**config.mk**
```make
export PLATFORM = sky130hd
export DESIGN_NAME = digit_string_to_integer_flat
export DESIGN_NICKNAME = d
export VERILOG_FILES = /design/src/dsi_pkg.sv /design/src/dsi_stream_ifs.sv /design/src/dsi_step.sv /design/src/digit_string_to_integer.sv /design/src/flat_wrapper.sv
export SDC_FILE = /design/constraint.sdc
export NUM_CORES = 1
export LEC_CHECK = 0
export ABC_AREA = 1
export ABC_CLOCK_PERIOD_IN_PS = 9850
export BUFFER_PORTS_ARGS = -buffer_cell sky130_fd_sc_hd__buf_2
export CAP_MARGIN = 20
export CORE_MARGIN = 4
export CORE_UTILIZATION = 53
export DETAILED_ROUTE_END_ITERATION = 8
export PLACE_DENSITY = 0.74
export SYNTH_ARGS = -nofsm -noshare
export SYNTH_HDL_FRONTEND = slang
export SYNTH_HIERARCHICAL = 1
export SYNTH_SLANG_ARGS = --single-unit
```
**constraint.sdc**
```tcl
create_clock -name clk -period 9.85 [get_ports clk]
set_clock_uncertainty 0.2 [all_clocks]
set_input_delay 1.4775 -clock clk [delete_from_list [all_inputs] [get_ports clk]]
set_output_delay 1.4775 -clock clk [all_outputs]
set_load 0.01 [all_outputs]
```
**src/dsi_pkg.sv**
```systemverilog
`default_nettype none

package dsi_pkg;

	// Parse phases of the character stream.
	typedef enum logic [2:0] {
		PH_LEAD   = 3'd0,
		PH_INNER  = 3'd1,
		PH_PREFIX = 3'd2,
		PH_ZERO   = 3'd3,
		PH_DIGITS = 3'd4,
		PH_ERROR  = 3'd5
	} phase_t;

	// Result status codes.
	typedef enum logic [1:0] {
		ST_OK      = 2'd0,
		ST_INVALID = 2'd1,
		ST_RANGE   = 2'd2
	} status_t;

	// Configuration registers as seen by the parser.
	typedef struct packed {
		logic [4:0] base;
		logic       signed_mode;
	} cfg_t;

	// Register indexes on the configuration port.
	localparam logic REG_BASE   = 1'b0;
	localparam logic REG_SIGNED = 1'b1;

	// Characters that the parser looks for.
	localparam logic [7:0] CH_NUL   = 8'h00;
	localparam logic [7:0] CH_SPACE = 8'h20;
	localparam logic [7:0] CH_TAB   = 8'h09;
	localparam logic [7:0] CH_CR    = 8'h0D;
	localparam logic [7:0] CH_PLUS  = 8'h2B;
	localparam logic [7:0] CH_MINUS = 8'h2D;
	localparam logic [7:0] CH_ZERO  = 8'h30;
	localparam logic [7:0] CH_NINE  = 8'h39;
	localparam logic [7:0] CH_A_UP  = 8'h41;
	localparam logic [7:0] CH_F_UP  = 8'h46;
	localparam logic [7:0] CH_X_UP  = 8'h58;
	localparam logic [7:0] CH_A_LO  = 8'h61;
	localparam logic [7:0] CH_F_LO  = 8'h66;
	localparam logic [7:0] CH_X_LO  = 8'h78;

	// Bases.
	localparam logic [4:0] BASE_AUTO = 5'd0;
	localparam logic [4:0] BASE_MIN  = 5'd2;
	localparam logic [4:0] BASE_OCT  = 5'd8;
	localparam logic [4:0] BASE_DEC  = 5'd10;
	localparam logic [4:0] BASE_HEX  = 5'd16;

	// Space, tab, line feed, vertical tab, form feed and carriage return.
	function automatic logic is_ws(input logic [7:0] c);
		return (c == CH_SPACE) || ((c >= CH_TAB) && (c <= CH_CR));
	endfunction

	// Returns {valid, digit} for 0-9, a-f and A-F.
	function automatic logic [4:0] digit_decode(input logic [7:0] c);
		logic [4:0] r;
		r = 5'd0;
		if ((c >= CH_ZERO) && (c <= CH_NINE)) begin
			r = {1'b1, 4'(c - CH_ZERO)};
		end else if ((c >= CH_A_LO) && (c <= CH_F_LO)) begin
			r = {1'b1, 4'(c - CH_A_LO + 8'd10)};
		end else if ((c >= CH_A_UP) && (c <= CH_F_UP)) begin
			r = {1'b1, 4'(c - CH_A_UP + 8'd10)};
		end
		return r;
	endfunction

	// The first error of a string is the one that is reported.
	function automatic status_t first_err(input status_t cur, input status_t code);
		return (cur == ST_OK) ? code : cur;
	endfunction

endpackage

`default_nettype wire

```
**src/dsi_stream_ifs.sv**
```systemverilog
`default_nettype none

// Character request channel.
interface dsi_char_if;
	logic       valid;
	logic       ready;
	logic [7:0] ch;

	modport source (output valid, output ch, input ready);
	modport sink (input valid, input ch, output ready);
endinterface

// Result request channel.
interface dsi_result_if;
	logic        valid;
	logic        ready;
	logic [63:0] value;
	logic [1:0]  status;

	modport source (output valid, output value, output status, input ready);
	modport sink (input valid, input value, input status, output ready);
endinterface

`default_nettype wire

```
**src/dsi_step.sv**
```systemverilog
`default_nettype none

// Parser state and the one-character step. The state advances on every
// fired character; the result is formed from the state the terminator sees.
module dsi_step #(
	parameter int VALUE_WIDTH = 64
) (
	input  wire logic              clk,
	input  wire logic              arst_n,
	input  wire logic              fire,
	input  wire logic [7:0]        ch,
	input  wire dsi_pkg::cfg_t     cfg,
	output logic [63:0]            res_value,
	output dsi_pkg::status_t       res_status
);

	localparam int PW = VALUE_WIDTH + 5;
	localparam logic [VALUE_WIDTH-1:0] HALF = {1'b1, {(VALUE_WIDTH-1){1'b0}}};

	dsi_pkg::phase_t          phase_q, phase_d;
	logic [VALUE_WIDTH-1:0]   acc_q, acc_d;
	logic                     neg_q, neg_d;
	logic [4:0]               ab_q, ab_d;
	dsi_pkg::status_t         err_q, err_d;
	logic                     ds_q, ds_d;

	logic                     term;
	logic [4:0]               dig;
	logic [4:0]               mul_base;
	logic [PW-1:0]            prod;

	assign term = (ch == dsi_pkg::CH_NUL);
	assign dig  = dsi_pkg::digit_decode(ch);

	// Base in force when a digit is taken: set this cycle or held from before.
	always_comb begin
		mul_base = ab_q;
		if ((phase_q == dsi_pkg::PH_LEAD) || (phase_q == dsi_pkg::PH_INNER) ||
		    (phase_q == dsi_pkg::PH_PREFIX)) begin
			mul_base = (cfg.base == dsi_pkg::BASE_AUTO) ? dsi_pkg::BASE_DEC : cfg.base;
		end else if (phase_q == dsi_pkg::PH_ZERO) begin
			mul_base = dsi_pkg::BASE_OCT;
		end
	end

	// Multiply-add by the base with headroom; any bit above the value width is overflow.
	assign prod = PW'(acc_q) * PW'(mul_base) + PW'(dig[3:0]);

	// Next state for one character, walking the phases in order.
	always_comb begin
		logic done;
		done    = 1'b0;
		phase_d = phase_q;
		acc_d   = acc_q;
		neg_d   = neg_q;
		ab_d    = ab_q;
		err_d   = err_q;
		ds_d    = ds_q;
		if (term) begin
			phase_d = dsi_pkg::PH_LEAD;
			acc_d   = '0;
			neg_d   = 1'b0;
			ab_d    = dsi_pkg::BASE_AUTO;
			err_d   = dsi_pkg::ST_OK;
			ds_d    = 1'b0;
		end else begin
			if (phase_d == dsi_pkg::PH_LEAD) begin
				if (dsi_pkg::is_ws(ch)) begin
					done = 1'b1;
				end else if (cfg.signed_mode) begin
					phase_d = dsi_pkg::PH_INNER;
					if (ch == dsi_pkg::CH_MINUS) begin
						neg_d = 1'b1;
						done  = 1'b1;
					end else if (ch == dsi_pkg::CH_PLUS) begin
						done = 1'b1;
					end
				end else begin
					if (ch == dsi_pkg::CH_MINUS) begin
						err_d   = dsi_pkg::first_err(err_d, dsi_pkg::ST_INVALID);
						phase_d = dsi_pkg::PH_ERROR;
						done    = 1'b1;
					end else begin
						phase_d = dsi_pkg::PH_PREFIX;
						done    = (ch == dsi_pkg::CH_PLUS);
					end
				end
			end
			if (!done && (phase_d == dsi_pkg::PH_INNER)) begin
				if (dsi_pkg::is_ws(ch)) begin
					done = 1'b1;
				end else if (ch == dsi_pkg::CH_MINUS) begin
					err_d   = dsi_pkg::first_err(err_d, dsi_pkg::ST_INVALID);
					phase_d = dsi_pkg::PH_ERROR;
					done    = 1'b1;
				end else begin
					phase_d = dsi_pkg::PH_PREFIX;
					done    = (ch == dsi_pkg::CH_PLUS);
				end
			end
			if (!done && (phase_d == dsi_pkg::PH_PREFIX)) begin
				if (cfg.base == dsi_pkg::BASE_AUTO) begin
					if (ch == dsi_pkg::CH_ZERO) begin
						phase_d = dsi_pkg::PH_ZERO;
						ds_d    = 1'b1;
						done    = 1'b1;
					end else begin
						ab_d    = dsi_pkg::BASE_DEC;
						phase_d = dsi_pkg::PH_DIGITS;
					end
				end else if ((cfg.base < dsi_pkg::BASE_MIN) ||
				             (cfg.base > dsi_pkg::BASE_HEX)) begin
					err_d   = dsi_pkg::first_err(err_d, dsi_pkg::ST_INVALID);
					phase_d = dsi_pkg::PH_ERROR;
					done    = 1'b1;
				end else begin
					ab_d    = cfg.base;
					phase_d = dsi_pkg::PH_DIGITS;
				end
			end
			if (!done && (phase_d == dsi_pkg::PH_ZERO)) begin
				if ((ch == dsi_pkg::CH_X_LO) || (ch == dsi_pkg::CH_X_UP)) begin
					ab_d    = dsi_pkg::BASE_HEX;
					ds_d    = 1'b0;
					phase_d = dsi_pkg::PH_DIGITS;
					done    = 1'b1;
				end else begin
					ab_d    = dsi_pkg::BASE_OCT;
					phase_d = dsi_pkg::PH_DIGITS;
				end
			end
			if (!done && (phase_d == dsi_pkg::PH_DIGITS)) begin
				if (!dig[4] || (ab_d < dsi_pkg::BASE_MIN) || ({1'b0, dig[3:0]} >= ab_d)) begin
					err_d   = dsi_pkg::first_err(err_d, dsi_pkg::ST_INVALID);
					phase_d = dsi_pkg::PH_ERROR;
				end else if (prod[PW-1:VALUE_WIDTH] != '0) begin
					err_d   = dsi_pkg::first_err(err_d, dsi_pkg::ST_RANGE);
					phase_d = dsi_pkg::PH_ERROR;
				end else begin
					acc_d = prod[VALUE_WIDTH-1:0];
					ds_d  = 1'b1;
				end
			end
		end
	end

	// Result as a terminator would see it in the current state.
	always_comb begin
		logic [VALUE_WIDTH-1:0] mag;
		logic [VALUE_WIDTH-1:0] v;
		dsi_pkg::status_t       st;
		st  = err_q;
		mag = (phase_q == dsi_pkg::PH_ZERO) ? '0 : acc_q;
		v   = mag;
		if ((st == dsi_pkg::ST_OK) && (phase_q != dsi_pkg::PH_ZERO) &&
		    ((phase_q != dsi_pkg::PH_DIGITS) || !ds_q)) begin
			st = dsi_pkg::ST_INVALID;
		end
		if ((st == dsi_pkg::ST_OK) && cfg.signed_mode) begin
			if (neg_q) begin
				if (mag > HALF) begin
					st = dsi_pkg::ST_RANGE;
				end else begin
					v = '0 - mag;
				end
			end else if (mag > HALF - 1'b1) begin
				st = dsi_pkg::ST_RANGE;
			end
		end
		res_status = st;
		if (st != dsi_pkg::ST_OK) begin
			res_value = '0;
		end else if (cfg.signed_mode) begin
			res_value = 64'($signed(v));
		end else begin
			res_value = 64'(v);
		end
	end

	// Parser state registers.
	always_ff @(posedge clk or negedge arst_n) begin
		if (!arst_n) begin
			phase_q <= dsi_pkg::PH_LEAD;
			acc_q   <= '0;
			neg_q   <= 1'b0;
			ab_q    <= dsi_pkg::BASE_AUTO;
			err_q   <= dsi_pkg::ST_OK;
			ds_q    <= 1'b0;
		end else if (fire) begin
			phase_q <= phase_d;
			acc_q   <= acc_d;
			neg_q   <= neg_d;
			ab_q    <= ab_d;
			err_q   <= err_d;
			ds_q    <= ds_d;
		end
	end

	// An error phase always carries the error that caused it.
	a_err_phase: assert property (@(posedge clk) disable iff (!arst_n)
		(phase_q == dsi_pkg::PH_ERROR) |-> (err_q != dsi_pkg::ST_OK))
		else $error("error phase without an error code");

	// Digits are only taken with a usable base.
	a_digit_base: assert property (@(posedge clk) disable iff (!arst_n)
		(phase_q == dsi_pkg::PH_DIGITS) |-> ((ab_q >= dsi_pkg::BASE_MIN) &&
		(ab_q <= dsi_pkg::BASE_HEX)))
		else $error("digit phase with a bad base");

endmodule

`default_nettype wire

```
**src/digit_string_to_integer.sv**
```systemverilog
// Streaming string-to-integer parser. One character is accepted on din per
// clock unless stalled; a zero byte ends the string and yields one result
// (value, status) on dout, 0 ok, 1 invalid, 2 out of range. A character is
// registered in the input register on acceptance and processed by the
// one-character step logic as it leaves that register; a terminator's result
// is then loaded into the output register. The sustained rate is one
// character per cycle outside the only stall, a terminator held in the input
// register while the previous result is still unclaimed in the output
// register. The base and signed_mode registers sit on the APB port at byte
// addresses 0 and 4 and should be written while no string is in flight.
`default_nettype none

module digit_string_to_integer #(
	parameter int VALUE_WIDTH = 64
) (
	input  wire logic          clk,
	input  wire logic          arst_n,
	dsi_char_if.sink           din,
	dsi_result_if.source       dout,
	input  wire logic          psel,
	input  wire logic          penable,
	input  wire logic          pwrite,
	input  wire logic [2:0]    paddr,
	input  wire logic [31:0]   pwdata,
	output logic [31:0]        prdata,
	output logic               pready
);

	dsi_pkg::cfg_t     cfg_q;
	logic              valid_s1;
	logic [7:0]        ch_s1;
	logic              term_s1;
	logic              adv;
	logic              fire;
	logic              load;
	logic              out_valid_q;
	logic [63:0]       value_q;
	dsi_pkg::status_t  status_q;
	logic [63:0]       res_value;
	dsi_pkg::status_t  res_status;
	logic              cfg_wr;

	// Configuration port.
	assign pready = 1'b1;
	assign cfg_wr = psel && penable && pwrite;

	always_ff @(posedge clk or negedge arst_n) begin
		if (!arst_n) begin
			cfg_q.base        <= dsi_pkg::BASE_AUTO;
			cfg_q.signed_mode <= 1'b0;
		end else if (cfg_wr) begin
			unique case (paddr[2])
				dsi_pkg::REG_BASE:   cfg_q.base        <= pwdata[4:0];
				dsi_pkg::REG_SIGNED: cfg_q.signed_mode <= pwdata[0];
			endcase
		end
	end

	always_comb begin
		unique case (paddr[2])
			dsi_pkg::REG_BASE:   prdata = {27'd0, cfg_q.base};
			dsi_pkg::REG_SIGNED: prdata = {31'd0, cfg_q.signed_mode};
		endcase
	end

	// Input stage handshake: only a terminator can be held back.
	assign term_s1   = (ch_s1 == dsi_pkg::CH_NUL);
	assign adv       = !term_s1 || !out_valid_q || dout.ready;
	assign fire      = valid_s1 && adv;
	assign load      = fire && term_s1;
	assign din.ready = !valid_s1 || adv;

	always_ff @(posedge clk or negedge arst_n) begin
		if (!arst_n) begin
			valid_s1 <= 1'b0;
		end else if (din.ready) begin
			valid_s1 <= din.valid;
		end
	end

	always_ff @(posedge clk) begin
		if (din.ready && din.valid) begin
			ch_s1 <= din.ch;
		end
	end

	dsi_step #(
		.VALUE_WIDTH (VALUE_WIDTH)
	) u_step (
		.clk        (clk),
		.arst_n     (arst_n),
		.fire       (fire),
		.ch         (ch_s1),
		.cfg        (cfg_q),
		.res_value  (res_value),
		.res_status (res_status)
	);

	// Output register.
	always_ff @(posedge clk or negedge arst_n) begin
		if (!arst_n) begin
			out_valid_q <= 1'b0;
		end else if (load) begin
			out_valid_q <= 1'b1;
		end else if (dout.ready) begin
			out_valid_q <= 1'b0;
		end
	end

	always_ff @(posedge clk) begin
		if (load) begin
			value_q  <= res_value;
			status_q <= res_status;
		end
	end

	assign dout.valid  = out_valid_q;
	assign dout.value  = value_q;
	assign dout.status = status_q;

	// A new result only follows a terminator leaving the input stage.
	a_res_from_term: assert property (@(posedge clk) disable iff (!arst_n)
		$rose(out_valid_q) |-> $past(valid_s1 && term_s1))
		else $error("result without a terminator");

	// Failed conversions report a zero value.
	a_err_zero: assert property (@(posedge clk) disable iff (!arst_n)
		(out_valid_q && (status_q != dsi_pkg::ST_OK)) |-> (value_q == 64'd0))
		else $error("nonzero value with an error status");

	// A held character stays put until the output frees up.
	a_hold_s1: assert property (@(posedge clk) disable iff (!arst_n)
		(valid_s1 && !adv) |=> (valid_s1 && $stable(ch_s1)))
		else $error("input stage lost a held character");

endmodule

`default_nettype wire
```
**src/flat_wrapper.sv**
```systemverilog
// flat-port wrapper written by rule: the top's interface ports become plain ports
module digit_string_to_integer_flat 
#(
	parameter int VALUE_WIDTH = 64
)
  (clk, arst_n, psel, penable, pwrite, paddr, pwdata, prdata, pready, din_valid, din_ch, din_ready, dout_valid, dout_value, dout_status, dout_ready);
  dsi_char_if din_i ();
  dsi_result_if dout_i ();
  input  wire logic clk;
  input  wire logic arst_n;
  input  wire logic psel;
  input  wire logic penable;
  input  wire logic pwrite;
  input  wire logic [2:0] paddr;
  input  wire logic [31:0] pwdata;
  output logic [31:0] prdata;
  output logic pready;
  input wire logic [$bits(din_i.valid)-1:0] din_valid;
  input wire logic [$bits(din_i.ch)-1:0] din_ch;
  output wire logic [$bits(din_i.ready)-1:0] din_ready;
  output wire logic [$bits(dout_i.valid)-1:0] dout_valid;
  output wire logic [$bits(dout_i.value)-1:0] dout_value;
  output wire logic [$bits(dout_i.status)-1:0] dout_status;
  input wire logic [$bits(dout_i.ready)-1:0] dout_ready;
  assign din_i.valid = din_valid;
  assign din_i.ch = din_ch;
  assign din_ready = din_i.ready;
  assign dout_valid = dout_i.valid;
  assign dout_value = dout_i.value;
  assign dout_status = dout_i.status;
  assign dout_i.ready = dout_ready;
  digit_string_to_integer #(.VALUE_WIDTH(VALUE_WIDTH)) u_core (.clk(clk), .arst_n(arst_n), .din(din_i), .dout(dout_i), .psel(psel), .penable(penable), .pwrite(pwrite), .paddr(paddr), .pwdata(pwdata), .prdata(prdata), .pready(pready));
endmodule
```
==> PnR_summary.wiki <==
{| class="wikitable"
! Metric !! Value
|-
| Final Net Count || about 3400
|-
| Max-slew violations || 0
|-
| Number of placement rows || 72
|-
| Syn. warnings || 6
|-
| Worst Setup Path Type || flip-flop to flip-flop
|-
| Worst slack after detailed placement || 1.173 ns
|-
| Number of fillers in the final layout || 3778
|-
| Count of vias placed by the detailed router || 19249
|-
| Global-route wire length before repair || 95700 um
|-
| Count of TritonRoute iterations in the first routing pass || 7
|-
| Vert. Die Dim || about 210 um
|-
| CTS sink count || 158
|-
| Switch Pwr || 0.001206 W
|-
| Library cell used as clock root buffer || clkbuf_16
|-
| Count of max-cap constraint violations || 0
|-
| Clock Pin Slew Worst Setup and Hold Paths || 0.08 ns
|-
| VDD IR max || ~0.18 mV
|-
| Biggest fanout along the worst timing path || 44
|-
| Bufs on Longest Clock Path || 2
|-
| Leakage Power || 10.89 nW
|-
| Width of the die || 207.2 um
|-
| Family with the most delay on the worst path || simple AND/OR/NAND/NOR gates
|-
| Clock latency of the later-clocked register in the worst-skew pair || 0.46 ns
|-
| Input/output buffers || 93
|-
| Gr ovfl total || 0
|-
| Switching share of power || between 40% and 50%
|-
| Routed wire length || 58400 um
|-
| Layout overhead on the synthesized area || 6.084%
|-
| Area share of the largest cell type after synthesis || 18.08%
|-
| Setup repair bufs after CTS || 0
|-
| Slew at the pin with the worst max-slew slack || 1.018 ns
|-
| Effective utilization at floorplan || 54.06%
|-
| Setup total negative slack || 0 ns
|-
| Count of instances resized after the clock tree is built || 0
|-
| Maximum number of pins on one net before global-route repair || 67
|-
| Die Outline Area || about 43000 sq um
|-
| Worst path buffer plus inverter count || 9
|-
| Synth unique cells || 64
|-
| Max-slew headroom || 31.87%
|-
| Fin. Hold Viols || 0
|-
| Internal power consumption || 0.001371 W
|-
| GP Congestion || 0.9293
|-
| Tmin final || between 8 and 9 ns
|-
| Post-route worst setup slack || between 1 and 1.5 ns
|-
| Worst min-delay path category || flip-flop to flip-flop
|-
| Antenna violation net count after detailed routing || 0
|-
| Number of enable flip-flop cells after synthesis || 74
|-
| Via-per-instance ratio || 5.465
|-
| Via count of the first global-routing pass || 18938
|-
| Placeable core region || between 30000 and 40000 sq um
|-
| DRC violation count after routing || 0
|-
| Global routing usage summed across all routing layers || 26.91%
|-
| Top library cells by usage in the layout, fill and taps aside || 606 x nor2_1, 576 x inv_1, 421 x nand2_1
|-
| Number of top-level pins || 151
|-
| Estimated wirelength of the detail-placed design || 45940 um
|-
| Power density of the placed cells || 115.4 nW/um^2
|-
| Combinational power share || 43.6%
|-
| Register Area || 4324 sq um
|-
| Critical Path Most Common Cell || nand2_1
|-
| FFs w/ async S/R, synth || 53.16%
|-
| Top cell type by total area after synthesis || fa_1
|-
| Multi-input gate area || 13870 sq um
|-
| Clock tree from TritonCTS || done
|-
| Clock network fraction of design power || a little over a quarter
|-
| Post-route clock period utilization || between 80% and 90%
|-
| Worst path max stage delay || 0.60 ns
|-
| Number of CTS-inserted buffers || 17
|-
| Startpoint kind of the worst setup timing path || flip-flop
|-
| Synthesized netlist cell count || 2943
|-
| Count of hold-fix buffers inserted at cts || 0
|-
| F_max || between 100 and 150 MHz
|-
| Number of antenna violations at the first check in global routing || 0
|-
| Unrepaired setup endpoints after global routing || false
|-
| Final routed wire length divided by cell count || 16.58 um
|-
| Setup-violating endpoint count in the final report || 0
|-
| Largest cells by area after synthesis || fa_1 18%, nor2_1 11%, edfxtp_1 11%
|-
| Arrival time reported for the critical path endpoint || 9.05 ns
|-
| Result of the run || complete, no violations
|-
| FF+latch count, synth || 158
|-
| H-tree lvl count || 4
|-
| Part of the power in registers || 29.5%
|-
| Mean post-synth cell area || 7.148 sq um
|-
| Flip-flop cell with the highest count after synthesis || dfrtp_1
|-
| Share of cells above drive strength 1 || 7.357%
|-
| Antenna cells || 0
|-
| Number of DRC violations after detailed-routing iteration 0 || roughly 1500
|-
| Syn Std Cell Area || 21040 sq um
|-
| Required arrival time at the worst endpoint || between 10 and 15 ns
|-
| Sequential fraction of the synthesis area || 20.55%
|-
| Slowest cell on crit path || fa_1
|-
| Most frequent standard cell in the layout excluding fill and tap cells || nor2_1
|-
| CP endpoint kind || flip-flop
|}
==> cell families (layout without fill, tap and decap cells) <==
| family | count (synthesis) | after routing | synth area share (%) |
|---|---|---|---|
| simple gates | 1258 | 1258 | 25.01 |
| buf+inv | 705 | 740 | 14.07 |
| compound gates | 426 | 426 | 11.15 |
| fa+ha+maj | 336 | 336 | 26.76 |
| flops | 158 | 158 | 20.55 |
| xor+xnor | 58 | 58 | 2.415 |
| other cells | 2 | 28 | 0.03570 |
==> layer usage <==
metal / track usage [%] / wire [um]
met5: 0 / 0
met4: 8.459 / 1649
met3: 3.627 / 3830
met2: 44.27 / 26990
met1: 37.23 / 25930
==> sequential cells by signal, indices dropped and copies added (netlist names), 2 cells and up <==
| name | flops |
|---|---|
| u_core/u_step/phase_q | 3 |
| u_core/ch_s1 | 8 |
| u_core/dout.status | 2 |
| u_core/u_step/ab_q | 5 |
| u_core/cfg_q | 6 |
| u_core/u_step/err_q | 2 |
| u_core/dout.value | 64 |
| u_core/u_step/acc_q | 64 |
==> through the flow <==
stage	cell area (sq um)	total power (W)	hold WS, ns	instances	util, %
after floorplan	21140	0.001549	0.2755	2969	-
after global placement	21740	0.001848	0.2897	3491	55.86
after detailed placement	21740	0.001872	0.2938	3491	55.86
after CTS	22320	0.002568	0.3114	3522	57.35
after global routing	22320	0.002711	0.3241	3522	57.35
final	22320	0.002576	0.3084	3522	57.35
==> worst register-to-register path, delay by kind of cell, from the launching register on <==
kind,cells,cell delay (ns)
adders and majority gates,5,1.84
buffers and inverters,9,1.83
DFF,1,0.50
and+or+nand+nor,24,3.42
AOI/OAI and AO/OA,3,0.91
xor gates and xnor gates,1,0.12
==> area by class of cell <==
class | count | share of cell area (%)
Clock buffer | 19 | 1.940
Sequential cell | 158 | 19.38
Clock inverter | 12 | 0.6503
Multi-Input combinational cell | 2106 | 62.15
Inverter | 597 | 10.07
Timing Repair Buffer | 112 | 2.904
Tap cell | 518 | 2.904
==> cell usage after synthesis (3+ instances only) <==
master and number:
nand3_2 7, nand4_1 26, inv_2 15, o21ai_2 5
o21ai_0 127, nor2_4 8, xor2_1 27, ha_1 146
clkbuf_1 35, edfxtp_1 74, o21bai_1 7, buf_2 19
nor3_1 21, nand2_2 14, a21boi_0 4, nand2_1 421
o21a_1 17, nand3_1 121, nor4_1 4, o21ai_1 30
nor2_1 607, nor2_2 9, a21o_1 10, o22ai_1 3
buf_6 19, a21oi_1 186, o211ai_1 3, o31ai_1 3
o221ai_1 3, nand4_2 3, buf_4 31, xnor2_1 31
dfrtp_1 84, a31oi_1 14, fa_1 190, inv_1 578
==> power groups by stage <==
stage          clock [W]  sequential, W  combinational [W]
2_1_floorplan          0       0.000752           0.000796
3_3_place_gp           0       0.000771            0.00108
3_5_place_dp           0       0.000772            0.00110
4_1_cts         0.000706       0.000759            0.00110
5_1_grt         0.000730       0.000763            0.00122
6_report        0.000693       0.000759            0.00112
==> final timing paths <==
kind | from | end | slack (ns) | cells past startpoint
setup / recovery | u_core/ch_s1[0] | u_core/u_step/acc_q[55] | 1.00 | 42
hold / removal | u_core/u_step/acc_q[28] | u_core/u_step/acc_q[28] | 0.31 | 2
setup reg to reg | u_core/ch_s1[0] | u_core/u_step/acc_q[55] | 1.00 | 42
hold reg to reg | u_core/u_step/acc_q[28] | u_core/u_step/acc_q[28] | 0.31 | 2
max in group asynchronous | arst_n | u_core/u_step/acc_q[7] | 7.51 | 2
min in group asynchronous | arst_n | u_core/u_step/acc_q[54] | 0.72 | 1
No activity file was read; power rests on OpenSTA's default activity.
